<file path="src/hw/rtl/c2u_pkg.sv">
`timescale 1ns / 1ps

package c2u_pkg;

  localparam logic [2:0] MODE_PASS   = 3'd0;
  localparam logic [2:0] MODE_ASCII  = 3'd1;
  localparam logic [2:0] MODE_LATIN1 = 3'd2;
  localparam logic [2:0] MODE_U16LE  = 3'd3;
  localparam logic [2:0] MODE_U16BE  = 3'd4;
  localparam logic [2:0] MODE_U16BOM = 3'd5;

  localparam logic [15:0] CP_REPL   = 16'hfffd;
  localparam logic [20:0] CP_SUPP   = 21'h10000;
  localparam int          QUEUE_DEPTH = 2;
  localparam int          QPTR_W      = $clog2(QUEUE_DEPTH);
  localparam int          QCNT_W      = $clog2(QUEUE_DEPTH + 1);

  typedef struct packed {
    logic [7:0] data_byte;
    logic       end_of_buffer;
  } in_item_t;

  typedef struct packed {
    logic [7:0] out_byte;
    logic       last_of_run;
    logic       end_of_text;
  } out_item_t;

  // One decoded input item: one or two code points, or one raw byte.
  typedef struct packed {
    logic [20:0] cp0;
    logic [15:0] cp1;
    logic        two_cp;
    logic        raw;
    logic        eob;
  } job_t;

  function automatic logic [1:0] utf8_len_m1(input logic [20:0] cp);
    logic [1:0] n;
    if (cp <= 21'h7f) begin
      n = 2'd0;
    end else if (cp <= 21'h7ff) begin
      n = 2'd1;
    end else if (cp <= 21'hffff) begin
      n = 2'd2;
    end else begin
      n = 2'd3;
    end
    return n;
  endfunction

  function automatic logic [7:0] utf8_byte(input logic [20:0] cp, input logic [1:0] idx);
    logic [1:0] n;
    logic [7:0] b;
    n = utf8_len_m1(cp);
    case ({n, idx})
      4'b0000: b = cp[7:0];
      4'b0100: b = {3'b110, cp[10:6]};
      4'b0101: b = {2'b10, cp[5:0]};
      4'b1000: b = {4'b1110, cp[15:12]};
      4'b1001: b = {2'b10, cp[11:6]};
      4'b1010: b = {2'b10, cp[5:0]};
      4'b1100: b = {5'b11110, cp[20:18]};
      4'b1101: b = {2'b10, cp[17:12]};
      4'b1110: b = {2'b10, cp[11:6]};
      4'b1111: b = {2'b10, cp[5:0]};
      default: b = 8'h00;
    endcase
    return b;
  endfunction

endpackage

</file>
<file path="src/hw/rtl/c2u_front.sv">
`timescale 1ns / 1ps

module c2u_front import c2u_pkg::*; (
  input  logic     clk,
  input  logic     rst_n,
  input  logic     accept,
  input  in_item_t in_data,
  input  logic     cfg_we,
  input  logic [2:0] cfg_data,
  output logic     enq,
  output job_t     job
);

  logic [2:0] mode_r;
  logic [7:0] held_r, held_nxt;
  logic       held_valid_r, held_valid_nxt;
  logic [9:0] hsb_r, hsb_nxt;
  logic       pend_r, pend_nxt;
  logic       at_start_r, at_start_nxt;
  logic       le_r, le_nxt;

  logic [7:0]  b;
  logic        eob;
  logic        utf16;
  logic        bom;
  logic        le_eff;
  logic [15:0] u;
  logic        is_high, is_low;
  logic [20:0] comb_cp;
  logic        emit;

  assign b     = in_data.data_byte;
  assign eob   = in_data.end_of_buffer;
  assign utf16 = mode_r inside {MODE_U16LE, MODE_U16BE, MODE_U16BOM};
  assign bom   = at_start_r && (mode_r == MODE_U16BOM) &&
                 ((held_r == 8'hff && b == 8'hfe) || (held_r == 8'hfe && b == 8'hff));
  assign le_eff  = le_r;
  assign u       = le_eff ? {b, held_r} : {held_r, b};
  assign is_high = u inside {[16'hd800:16'hdbff]};
  assign is_low  = u inside {[16'hdc00:16'hdfff]};
  assign comb_cp = CP_SUPP + {1'b0, hsb_r, u[9:0]};

  always_comb begin
    held_nxt       = held_r;
    held_valid_nxt = held_valid_r;
    hsb_nxt        = hsb_r;
    pend_nxt       = pend_r;
    at_start_nxt   = at_start_r;
    le_nxt         = le_r;
    emit           = 1'b0;
    job            = '0;
    job.eob        = eob;
    job.cp0        = {5'b0, CP_REPL};
    job.cp1        = CP_REPL;
    if (utf16) begin
      if (!held_valid_r) begin
        if (at_start_r) begin
          le_nxt = (mode_r == MODE_U16LE);
        end
        held_nxt       = b;
        held_valid_nxt = 1'b1;
        if (eob) begin
          emit       = 1'b1;
          job.two_cp = pend_r;
        end
      end else begin
        held_valid_nxt = 1'b0;
        at_start_nxt   = 1'b0;
        if (bom) begin
          le_nxt = (held_r == 8'hff);
        end else if (pend_r) begin
          pend_nxt = 1'b0;
          hsb_nxt  = '0;
          emit     = 1'b1;
          if (is_low) begin
            job.cp0 = comb_cp;
          end else if (is_high) begin
            hsb_nxt    = u[9:0];
            pend_nxt   = 1'b1;
            job.two_cp = eob;
          end else begin
            job.two_cp = 1'b1;
            if (!is_low) begin
              job.cp1 = u;
            end
          end
        end else begin
          if (is_high) begin
            hsb_nxt  = u[9:0];
            pend_nxt = 1'b1;
            emit     = eob;
          end else begin
            emit = 1'b1;
            if (!is_low) begin
              job.cp0 = {5'b0, u};
            end
          end
        end
      end
    end else begin
      at_start_nxt = 1'b0;
      emit         = 1'b1;
      case (mode_r)
        MODE_ASCII: begin
          if (b <= 8'h7f) begin
            job.cp0 = {13'b0, b};
          end
        end
        MODE_LATIN1: begin
          job.cp0 = {13'b0, b};
        end
        default: begin
          job.raw = 1'b1;
          job.cp0 = {13'b0, b};
        end
      endcase
    end
    if (eob) begin
      held_nxt       = '0;
      held_valid_nxt = 1'b0;
      hsb_nxt        = '0;
      pend_nxt       = 1'b0;
      at_start_nxt   = 1'b1;
      le_nxt         = 1'b0;
    end
  end

  assign enq = accept && emit;

  always_ff @(posedge clk) begin
    if (!rst_n) begin
      mode_r       <= MODE_PASS;
      held_r       <= '0;
      held_valid_r <= 1'b0;
      hsb_r        <= '0;
      pend_r       <= 1'b0;
      at_start_r   <= 1'b1;
      le_r         <= 1'b0;
    end else if (cfg_we) begin
      mode_r       <= cfg_data;
      held_r       <= '0;
      held_valid_r <= 1'b0;
      hsb_r        <= '0;
      pend_r       <= 1'b0;
      at_start_r   <= 1'b1;
      le_r         <= 1'b0;
    end else if (accept) begin
      held_r       <= held_nxt;
      held_valid_r <= held_valid_nxt;
      hsb_r        <= hsb_nxt;
      pend_r       <= pend_nxt;
      at_start_r   <= at_start_nxt;
      le_r         <= le_nxt;
    end
  end

endmodule

</file>
<file path="src/hw/rtl/c2u_queue.sv">
`timescale 1ns / 1ps

module c2u_queue import c2u_pkg::*; (
  input  logic clk,
  input  logic rst_n,
  input  logic wr_en,
  input  job_t wr_job,
  input  logic rd_en,
  output job_t rd_job,
  output logic q_valid,
  output logic q_full
);

  job_t              mem_r [QUEUE_DEPTH];
  logic [QPTR_W-1:0] wr_ptr_r, rd_ptr_r;
  logic [QCNT_W-1:0] cnt_r, cnt_nxt;

  assign q_valid = (cnt_r != '0);
  assign q_full  = (cnt_r == QCNT_W'(QUEUE_DEPTH));
  assign rd_job  = mem_r[rd_ptr_r];

  always_comb begin
    cnt_nxt = cnt_r;
    if (wr_en && !rd_en) begin
      cnt_nxt = cnt_r + 1'b1;
    end else if (rd_en && !wr_en) begin
      cnt_nxt = cnt_r - 1'b1;
    end
  end

  always_ff @(posedge clk) begin
    if (wr_en) begin
      mem_r[wr_ptr_r] <= wr_job;
    end
  end

  always_ff @(posedge clk) begin
    if (!rst_n) begin
      wr_ptr_r <= '0;
      rd_ptr_r <= '0;
      cnt_r    <= '0;
    end else begin
      cnt_r <= cnt_nxt;
      if (wr_en) begin
        wr_ptr_r <= (wr_ptr_r == QPTR_W'(QUEUE_DEPTH - 1)) ? '0 : wr_ptr_r + 1'b1;
      end
      if (rd_en) begin
        rd_ptr_r <= (rd_ptr_r == QPTR_W'(QUEUE_DEPTH - 1)) ? '0 : rd_ptr_r + 1'b1;
      end
    end
  end

endmodule

</file>
<file path="src/hw/rtl/c2u_back.sv">
`timescale 1ns / 1ps

module c2u_back import c2u_pkg::*; (
  input  logic      clk,
  input  logic      rst_n,
  input  logic      q_valid,
  input  job_t      q_job,
  output logic      q_pop,
  input  logic      out_pop,
  output logic      out_valid,
  output out_item_t out_item
);

  job_t        job_r;
  logic        job_valid_r;
  logic        sel_r;
  logic [1:0]  idx_r;
  logic        out_valid_r;
  out_item_t   out_item_r;

  logic        emit;
  logic [20:0] cur_cp;
  logic [1:0]  len_m1;
  logic        cp_done;
  logic        job_done;
  logic        load;
  logic [7:0]  byte_val;

  assign emit     = job_valid_r && (!out_valid_r || out_pop);
  assign cur_cp   = sel_r ? {5'b0, job_r.cp1} : job_r.cp0;
  assign len_m1   = job_r.raw ? 2'd0 : utf8_len_m1(cur_cp);
  assign cp_done  = (idx_r == len_m1);
  assign job_done = cp_done && (sel_r || !job_r.two_cp);
  assign load     = q_valid && (!job_valid_r || (emit && job_done));
  assign q_pop    = load;
  assign byte_val = job_r.raw ? job_r.cp0[7:0] : utf8_byte(cur_cp, idx_r);

  assign out_valid = out_valid_r;
  assign out_item  = out_item_r;

  always_ff @(posedge clk) begin
    if (load) begin
      job_r <= q_job;
    end
    if (emit) begin
      out_item_r.out_byte    <= byte_val;
      out_item_r.last_of_run <= job_done;
      out_item_r.end_of_text <= job_done && job_r.eob;
    end
  end

  always_ff @(posedge clk) begin
    if (!rst_n) begin
      job_valid_r <= 1'b0;
      sel_r       <= 1'b0;
      idx_r       <= '0;
      out_valid_r <= 1'b0;
    end else begin
      if (load) begin
        job_valid_r <= 1'b1;
        sel_r       <= 1'b0;
        idx_r       <= '0;
      end else if (emit && job_done) begin
        job_valid_r <= 1'b0;
      end else if (emit) begin
        if (cp_done) begin
          sel_r <= 1'b1;
          idx_r <= '0;
        end else begin
          idx_r <= idx_r + 1'b1;
        end
      end
      if (emit) begin
        out_valid_r <= 1'b1;
      end else if (out_pop) begin
        out_valid_r <= 1'b0;
      end
    end
  end

endmodule

</file>
<file path="src/hw/rtl/charset_to_utf8_transcoder.sv">
`timescale 1ns / 1ps
// Channel   Handshake               Payload
// input     push / full             in_data  (in_item_t)
// result    empty / pop             out_data (out_item_t)
// config    cfg_valid / cfg_ready   cfg_data (3-bit mode)
//
// One input item is taken per cycle while the two-entry job queue has room.
// The expander emits one UTF-8 byte per cycle while the result side does not stall,
// and an item produces 1 to 6 bytes; items producing no byte never reach it.
// Reset is synchronous, active low; cfg_ready is always high.
// Result stalls back up through the queue to full.
module charset_to_utf8_transcoder import c2u_pkg::*; (
  input  logic       clk,
  input  logic       rst_n,
  input  logic       push,
  output logic       full,
  input  in_item_t   in_data,
  output logic       empty,
  input  logic       pop,
  output out_item_t  out_data,
  input  logic       cfg_valid,
  output logic       cfg_ready,
  input  logic [2:0] cfg_data
);

  logic accept;
  logic enq;
  job_t fr_job;
  job_t q_job;
  logic q_valid;
  logic q_full;
  logic q_pop;
  logic out_valid;

  assign cfg_ready = 1'b1;
  assign full      = q_full;
  assign accept    = push && !q_full;
  assign empty     = !out_valid;

  c2u_front u_front (
    .clk      (clk),
    .rst_n    (rst_n),
    .accept   (accept),
    .in_data  (in_data),
    .cfg_we   (cfg_valid && cfg_ready),
    .cfg_data (cfg_data),
    .enq      (enq),
    .job      (fr_job)
  );

  c2u_queue u_queue (
    .clk     (clk),
    .rst_n   (rst_n),
    .wr_en   (enq),
    .wr_job  (fr_job),
    .rd_en   (q_pop),
    .rd_job  (q_job),
    .q_valid (q_valid),
    .q_full  (q_full)
  );

  c2u_back u_back (
    .clk       (clk),
    .rst_n     (rst_n),
    .q_valid   (q_valid),
    .q_job     (q_job),
    .q_pop     (q_pop),
    .out_pop   (pop && !empty),
    .out_valid (out_valid),
    .out_item  (out_data)
  );

endmodule
</file>
<file path="config.mk">
export PLATFORM = sky130hd
export DESIGN_NAME = charset_to_utf8_transcoder
export DESIGN_NICKNAME = d
export VERILOG_FILES = /design/src/hw/rtl/c2u_pkg.sv /design/src/hw/rtl/c2u_front.sv /design/src/hw/rtl/c2u_queue.sv /design/src/hw/rtl/c2u_back.sv /design/src/hw/rtl/charset_to_utf8_transcoder.sv
export SDC_FILE = /design/constraint.sdc
export NUM_CORES = 1
export LEC_CHECK = 0
export BUFFER_PORTS_ARGS = -buffer_cell sky130_fd_sc_hd__buf_4
export CAP_MARGIN = 5
export CORE_MARGIN = 10
export CORE_UTILIZATION = 40
export DETAILED_ROUTE_END_ITERATION = 7
export GPL_TIMING_DRIVEN = 0
export PLACE_DENSITY = 0.56
export SYNTH_ARGS = -nofsm -noshare
export SYNTH_HDL_FRONTEND = slang
export SYNTH_SLANG_ARGS = --single-unit
</file>
<file path="constraint.sdc">
create_clock -name clk -period 6.9 [get_ports clk]
set_clock_uncertainty 0.15 [all_clocks]
set_input_delay 1.38 -clock clk [delete_from_list [all_inputs] [get_ports clk]]
set_output_delay 1.38 -clock clk [all_outputs]
set_load 0.05 [all_outputs]
</file>
## After elaboration in Yosys (flattened, before gate mapping)

Memory sizes are Yosys's and may differ from the RTL's. A register that Yosys moved wholly into a read port is not among the register bits.
Index checks and enable logic that the tools add are counted.

- Bits in registers: 44
- Latch bits: 0
- RAM bits: 80
- Memory bits (read-only): 0
- Bits of input ports: 17
- Output and inout port bits: 13
- Logic and storage cells: 178
- Memories kept: 1

Memories:

| memory | words | width | rd ports | clocked after Yosys merged registers in | wr ports | line | RTL |
|---|---|---|---|---|---|---|---|
| u_queue.mem_r | 2 | 40 | 1 | 1 | 1 | c2u_queue.sv:14 | `job_t mem_r [QUEUE_DEPTH];` |

- $add $sub $neg: 6
- Multiply operators: 0
- Div/mod/pow operators: 0
- Magnitude comparators: 8
- Equality and inequality tests: 24
- Shifts and indexed selects: 0
- Muxes and demuxes: 71
- Bitwise logic cells: 2
- Reduce and logical (&&, ||, !) cells: 49

Operator list:

| cell | number |
|---|---|
| 16-bit 2-to-1 mux | 6 |
| 21-bit 2-to-1 mux | 4 |
| 10-bit 2-to-1 mux | 8 |
| 8-bit case mux with 7 select lines | 1 |
| 17-bit 2-to-1 mux | 3 |
| 38-bit 2-to-1 mux | 1 |
| 1-bit 2-to-1 mux | 37 |
| 37-bit 2-to-1 mux | 1 |
| 8-bit equality test, second input constant | 4 |
| 16-bit >= comparator, second input constant | 2 |
| 16-bit <= comparator, second input constant | 2 |
| 8-bit 2-to-1 mux | 4 |
| 4-bit equality test, second input constant | 7 |
| 17-bit by 20-bit adder with 21-bit output, first input constant | 1 |
| 21-bit by 11-bit <= comparator with 1-bit output, second input constant | 1 |
| 21-bit by 16-bit <= comparator with 1-bit output, second input constant | 1 |
| 21-bit by 7-bit <= comparator with 1-bit output, second input constant | 1 |
| 1-bit logical AND | 16 |
| 2-bit 2-to-1 mux | 6 |
| 2-bit nonzero test | 6 |
| 3-bit nonzero test | 3 |
| 4-bit by 3-bit equality test with 1-bit output, second input constant | 2 |
| 8-bit by 7-bit <= comparator with 1-bit output, second input constant | 1 |
| 4-bit AND reduction | 2 |
| other kinds (20) | 40 |

## Depth between registers and ports, before layout

- Word-level depth: 14
- Gate-level depth with buffers: 12
- Mapped depth without buffers: 10

## By module

Synthesis repeated with hierarchy kept, for this count alone.

- Cells, all modules: 628
- Area total of the unflattened synthesis: 7,870.0 um^2

Modules (own cells, without submodules):

| module | times used | cells each | area an instance (um^2) | sequential area each (um^2) |
|---|---|---|---|---|
| c2u_queue | 1 | 146 | 3,094.2 | 2,502.4 |
| c2u_back | 1 | 218 | 2,819.0 | 1,601.5 |
| c2u_front | 1 | 259 | 1,926.8 | 500.5 |
| charset_to_utf8_transcoder | 1 | 5 | 30.0 | 0.0 |

## Least setup slack after synthesis

OpenSTA, ideal clock, no wires.

- Kind: input-to-reg
- Start: input port in_data[5] (netlist bit)
- End: memory u_queue.mem_r[0][0] (netlist bit) (enable)
- Library setup time: 487 ps
- Data arrival time: 4,940 ps
- Data required time: 6,263 ps
- Path slack: 1,323 ps
- Cell stages on the path: 6
- Path buffers: 0
- Cells stage by stage: mux2_2 nand4_1 o41ai_1 nor2b_1 o21a_1 nor3_1

- Longest elaborated chain between the ends: 11
- Elaborated cells on any way between the ends: 18
- Classes of those cells: 2 x order compare; 2 x eq/ne; 8 x mux; 6 x reduce/logical

Ends and longest elaborated chain:

| what | line | RTL |
|---|---|---|
| start, declared | charset_to_utf8_transcoder.sv:17 | `input in_item_t in_data,` |
| 16-bit 2-to-1 mux | c2u_front.sv:38 | `assign u = le_eff ? {b, held_r} : {held_r, b};` |
| 16-bit >= comparator or 16-bit <= comparator (tied branches) | c2u_front.sv:39 | `assign is_high = u inside {[16'hd800:16'hdbff]};` |
| 1-bit logical AND | c2u_front.sv:39 |  |
| 1-bit 2-to-1 mux | c2u_front.sv:88 | `if (is_high) begin` |
| 1-bit 2-to-1 mux | c2u_front.sv:71 | `end else if (pend_r) begin` |
| 1-bit 2-to-1 mux (*) | c2u_front.sv:69 | `if (bom) begin` |
| 1-bit 2-to-1 mux (*) | c2u_front.sv:56 | `if (!held_valid_r) begin` |
| 1-bit 2-to-1 mux (*) | c2u_front.sv:55 | `if (utf16) begin` |
| 1-bit logical AND (*) | c2u_front.sv:128 | `assign enq = accept && emit;` |
| 1-bit 2-to-1 mux (*) | c2u_queue.sv:32 | `if (wr_en) begin` |
| 1-bit 2-to-1 mux (not written as such) (*) | c2u_queue.sv:33 | `mem_r[wr_ptr_r] <= wr_job;` |
| end, declared | c2u_queue.sv:14 |  |

Mark *: on every way between the ends. The rest lies on a longest branch, timed or not.

## Worst setup path in the final report

- Start: register, netlist name u_back.job_r[36]
- End: register u_queue.cnt_r[1]

- Longest elaborated chain between the ends: 14
- Elaborated cells on any way between the ends: 18
- Classes of those cells: 3 x order compare; 1 x eq/ne; 6 x mux; 8 x reduce/logical

Ends and longest elaborated chain:

| what | line | RTL |
|---|---|---|
| 21-bit 2-to-1 mux (*) | c2u_back.sv:30 | `assign cur_cp = sel_r ? {5'b0, job_r.cp1} : job_r.cp0;` |
| 21-bit by 16-bit <= comparator with 1-bit output | c2u_pkg.sv:44 | `end else if (cp <= 21'hffff) begin` |
| 1-bit 2-to-1 mux | c2u_pkg.sv:44 |  |
| 2-bit 2-to-1 mux | c2u_pkg.sv:42 | `end else if (cp <= 21'h7ff) begin` |
| 2-bit 2-to-1 mux (*) | c2u_pkg.sv:40 | `if (cp <= 21'h7f) begin` |
| 2-bit 2-to-1 mux (*) | c2u_back.sv:31 | `assign len_m1 = job_r.raw ? 2'd0 : utf8_len_m1(cur_cp);` |
| 2-bit equality test (*) | c2u_back.sv:32 | `assign cp_done = (idx_r == len_m1);` |
| 1-bit logical AND (*) | c2u_back.sv:33 | `assign job_done = cp_done && (sel_r \|\| !job_r.two_cp);` |
| 1-bit logical AND (*) | c2u_back.sv:34 | `assign load = q_valid && (!job_valid_r \|\| (emit && job_done));` |
| 1-bit logical OR (*) | c2u_back.sv:34 |  |
| 1-bit logical AND (*) | c2u_back.sv:34 |  |
| named net q_pop | charset_to_utf8_transcoder.sv:32 | `logic q_pop;` |
| 1-bit logical NOT | c2u_queue.sv:24 | `if (wr_en && !rd_en) begin` |
| 1-bit logical AND | c2u_queue.sv:24 |  |
| 2-bit 2-to-1 mux or 2-bit nonzero test (tied branches) | - |  |
| end signal, assigned | c2u_queue.sv:43 | `cnt_r <= cnt_nxt;` |
| end, declared | c2u_queue.sv:16 | `logic [QCNT_W-1:0] cnt_r, cnt_nxt;` |

The timed path passes the listed nets; every way through them passes the cells marked *.
A chain may end at the register's enable or synchronous reset.

==> flow_summary.yaml <==
grt:
  grt-ovfl-total: 0
  grt_max_degree: 32
  grt_pass1_vias: 5057
  track_usage_pct: 14.8
  grt_pass1_wl_um: 28300
  antenna_found_initial: 0
logic_synthesis:
  synth-edff-count: 130
  synth_fp_nets: 642
  synth_area_mm2: 0.00767
  ys_ff_latch: 164
  synth-async-reset-ratio_pct: 0
  avgSynthCellArea_um2: 12.4
  yosysWarnings: 0
  yosysSeqAreaShare_pct: 59.8
  syn-instance-count: 619
  synth_cell_types: 65
  synthFlopType: "edfxtp_1"
timing:
  whs_ns: 0.324
  fin_tns_setup_ns: 0
  final_hold_viol_count: 0
  slew_violations: 0
  slew_headroom_pct: 19.3
  setup_viol: 0
  rsz0062_at_grt: "false"
  min_period_ns: 3.84
  clock.fmax_ghz: 0.260
  setup_ws_ns: 3.06
  worstMarginPinSlew_ns: 1.20
  min_period_over_period_pct: 55.6
floorplan:
  initial_core_util_pct: 40.9
  dieArea_mm2: 0.0251
  io_pins: 30
  chipWidth_um: 158
  coreArea_mm2: 0.0188
  die_y_um: 158
  rows: 50
cells_and_area:
  seq_area_mm2: 0.00458
  drive_gt1_share_pct: 20.2
  antennaDiodeCount: 0
  fin_cells: 918
  layout.cells.most_common_list: "edfxtp_1, nand2_1, mux2_2"
  final_common_cell: "edfxtp_1"
  finalNetCount: 694
  n_fill_cell: 1703
  syn2layout_area_growth_pct: 15.0
  multiInputGateArea_mm2: 0.00288
clock_tree:
  clockBufferDepth: 2
  ctsHoldBuffers: 0
  clkLatencyLatePin_ns: 0.43
  root_buffer: "clkbuf_16"
  cts_setup_buffers: 0
  cts_tree: "done"
  cts_max_level: 4
  numCtsBuffers: 17
  ctsResizeCount: 0
  clock-sinks: 164
  path_clk_slew_ns: 0.06
place:
  hpwl_um: 13400
  place_ws_ns: 2.64
  gp_congestion: 0.914
  numPlacedInstances: 886
  io_buffers: 28
worst_setup_path:
  endpoint_kind: "flop"
  crit_chain: "or3_4 > o21ai_2 > o21ai_1 > or3_4 > o32ai_4 > inv_1 > ha_1 > or3_1 > a21boi_0"
  cp_max_fo: 20
  crit_top_cell: "or3_4"
  crit_type: "flop to flop"
  crit_required_ns: 7.10
  crit_arrival_ns: 4.04
  max_stage_delay_ns: 0.84
  start_kind: "flop"
  crit_slowest_cell: "o32ai_4"
power_and_ir_drop:
  totalPowerFinal_mw: 3.25
  ir_drop_mv: 0.164
  power.density_mw_per_mm2: 368
  leakage_nw: 2.83
routing:
  vias_per_cell: 5.60
  wl_per_cell_um: 19.6
  dr.pass1.iters: 7
  vias: 5138
  drcViolationCount: 0
  ant_nets: 0
  first_iter_violations: 302
  finalWirelength_um: 18000
min_path:
  hold_class: "flop to flop"
job:
  cap_violations: 0
status:
  status: "completed"
-- final cells by class --
type | instances | area share, %
clock inverter | 14 | 1.45
multi-input combinational | 405 | 32.7
buffer | 31 | 1.66
tap | 234 | 3.32
timing repair buffer | 33 | 3.25
sequential | 164 | 52.0
inverter | 19 | 0.809
clock buffer | 18 | 4.87
-- per-layer routing --
metal | track usage, % | vias up | share of wire [%]
li1 | - | 2453 | -
met1 | 18.9 | 2498 | 45
met2 | 24.4 | 162 | 48
met3 | 3.21 | 25 | 4.6
met4 | 5.16 | 0 | 1.9
met5 | 0 | - | 0
-- path summary, 6_finish.rpt --
kind                     from                to  depth (start not counted)  slack (ns)
max          u_back.job_r[36]  u_queue.cnt_r[1]                          9        3.06
min          u_front.hsb_r[0]  u_front.hsb_r[0]                          2        0.32
max reg2reg  u_back.job_r[36]  u_queue.cnt_r[1]                          9        3.06
min reg2reg  u_front.hsb_r[0]  u_front.hsb_r[0]                          2        0.32
-- kinds of logic after synthesis --
group	count (synthesis)	synth area share, %
xor gates and xnor gates	5	0.571
DFF	164	59.8
AOI/OAI and AO/OA	137	12.5
and+or+nand+nor	172	11.6
other	1	0.0489
muxes	84	11.8
buffers and inverters	50	2.84
adders and majority gates	6	0.978
-- Yosys cell counts (7+ instances only) --
| cell | instances | area (um^2) |
|---|---|---|
| inv_1 | 19 | 71.3 |
| clkbuf_1 | 16 | 60.1 |
| nand3_1 | 8 | 40.0 |
| a22oi_1 | 11 | 82.6 |
| nor2b_1 | 11 | 68.8 |
| o22ai_1 | 9 | 56.3 |
| nor2_1 | 42 | 158 |
| dfxtp_1 | 34 | 681 |
| o31ai_1 | 7 | 52.6 |
| nand2_1 | 51 | 191 |
| nand2b_1 | 15 | 93.8 |
| mux2i_1 | 35 | 350 |
| a21oi_1 | 31 | 155 |
| mux2_2 | 49 | 552 |
| o21a_1 | 7 | 52.6 |
| edfxtp_1 | 130 | 3900 |
| nor3_1 | 8 | 40.0 |
| o21ai_0 | 18 | 90.1 |
-- registers in the layout (all words and copies together) (netlist names), 2 cells and up --
| signal | count |
|---|---|
| u_queue.mem_r | 80 |
| u_back.job_r | 40 |
| u_back.out_item | 10 |
| u_front.hsb_r | 10 |
| u_front.held_r | 8 |
| u_front.mode_r | 3 |
| u_back.idx_r | 2 |
| u_queue.cnt_r | 2 |
-- worst max-delay path: cells and delay by family (launching register included) --
family | cells | cell delay, ns
DFF | 1 | 0.44
AOI/OAI and AO/OA | 4 | 1.55
buffers and inverters | 1 | 0.10
and+or+nand+nor | 3 | 1.18
adders and majority gates | 1 | 0.35
-- metrics by stage --
step,instance area (um^2),utilization [%]
finish,8820,47.0
global route,8820,47.0
CTS,8820,47.0
detailed placement,8260,44.0
global placement,8180,43.6
floorplan,7670,-
-- power by group --
group	total [mW]	internal [mW]	switching, mW	leakage (nW)
combinational	0.939	0.337	0.602	1.18
clock	0.890	0.500	0.391	0.261
sequential	1.42	1.32	0.0938	1.39
total	3.25	2.16	1.09	2.83
Power figures use the tool's default switching activity.
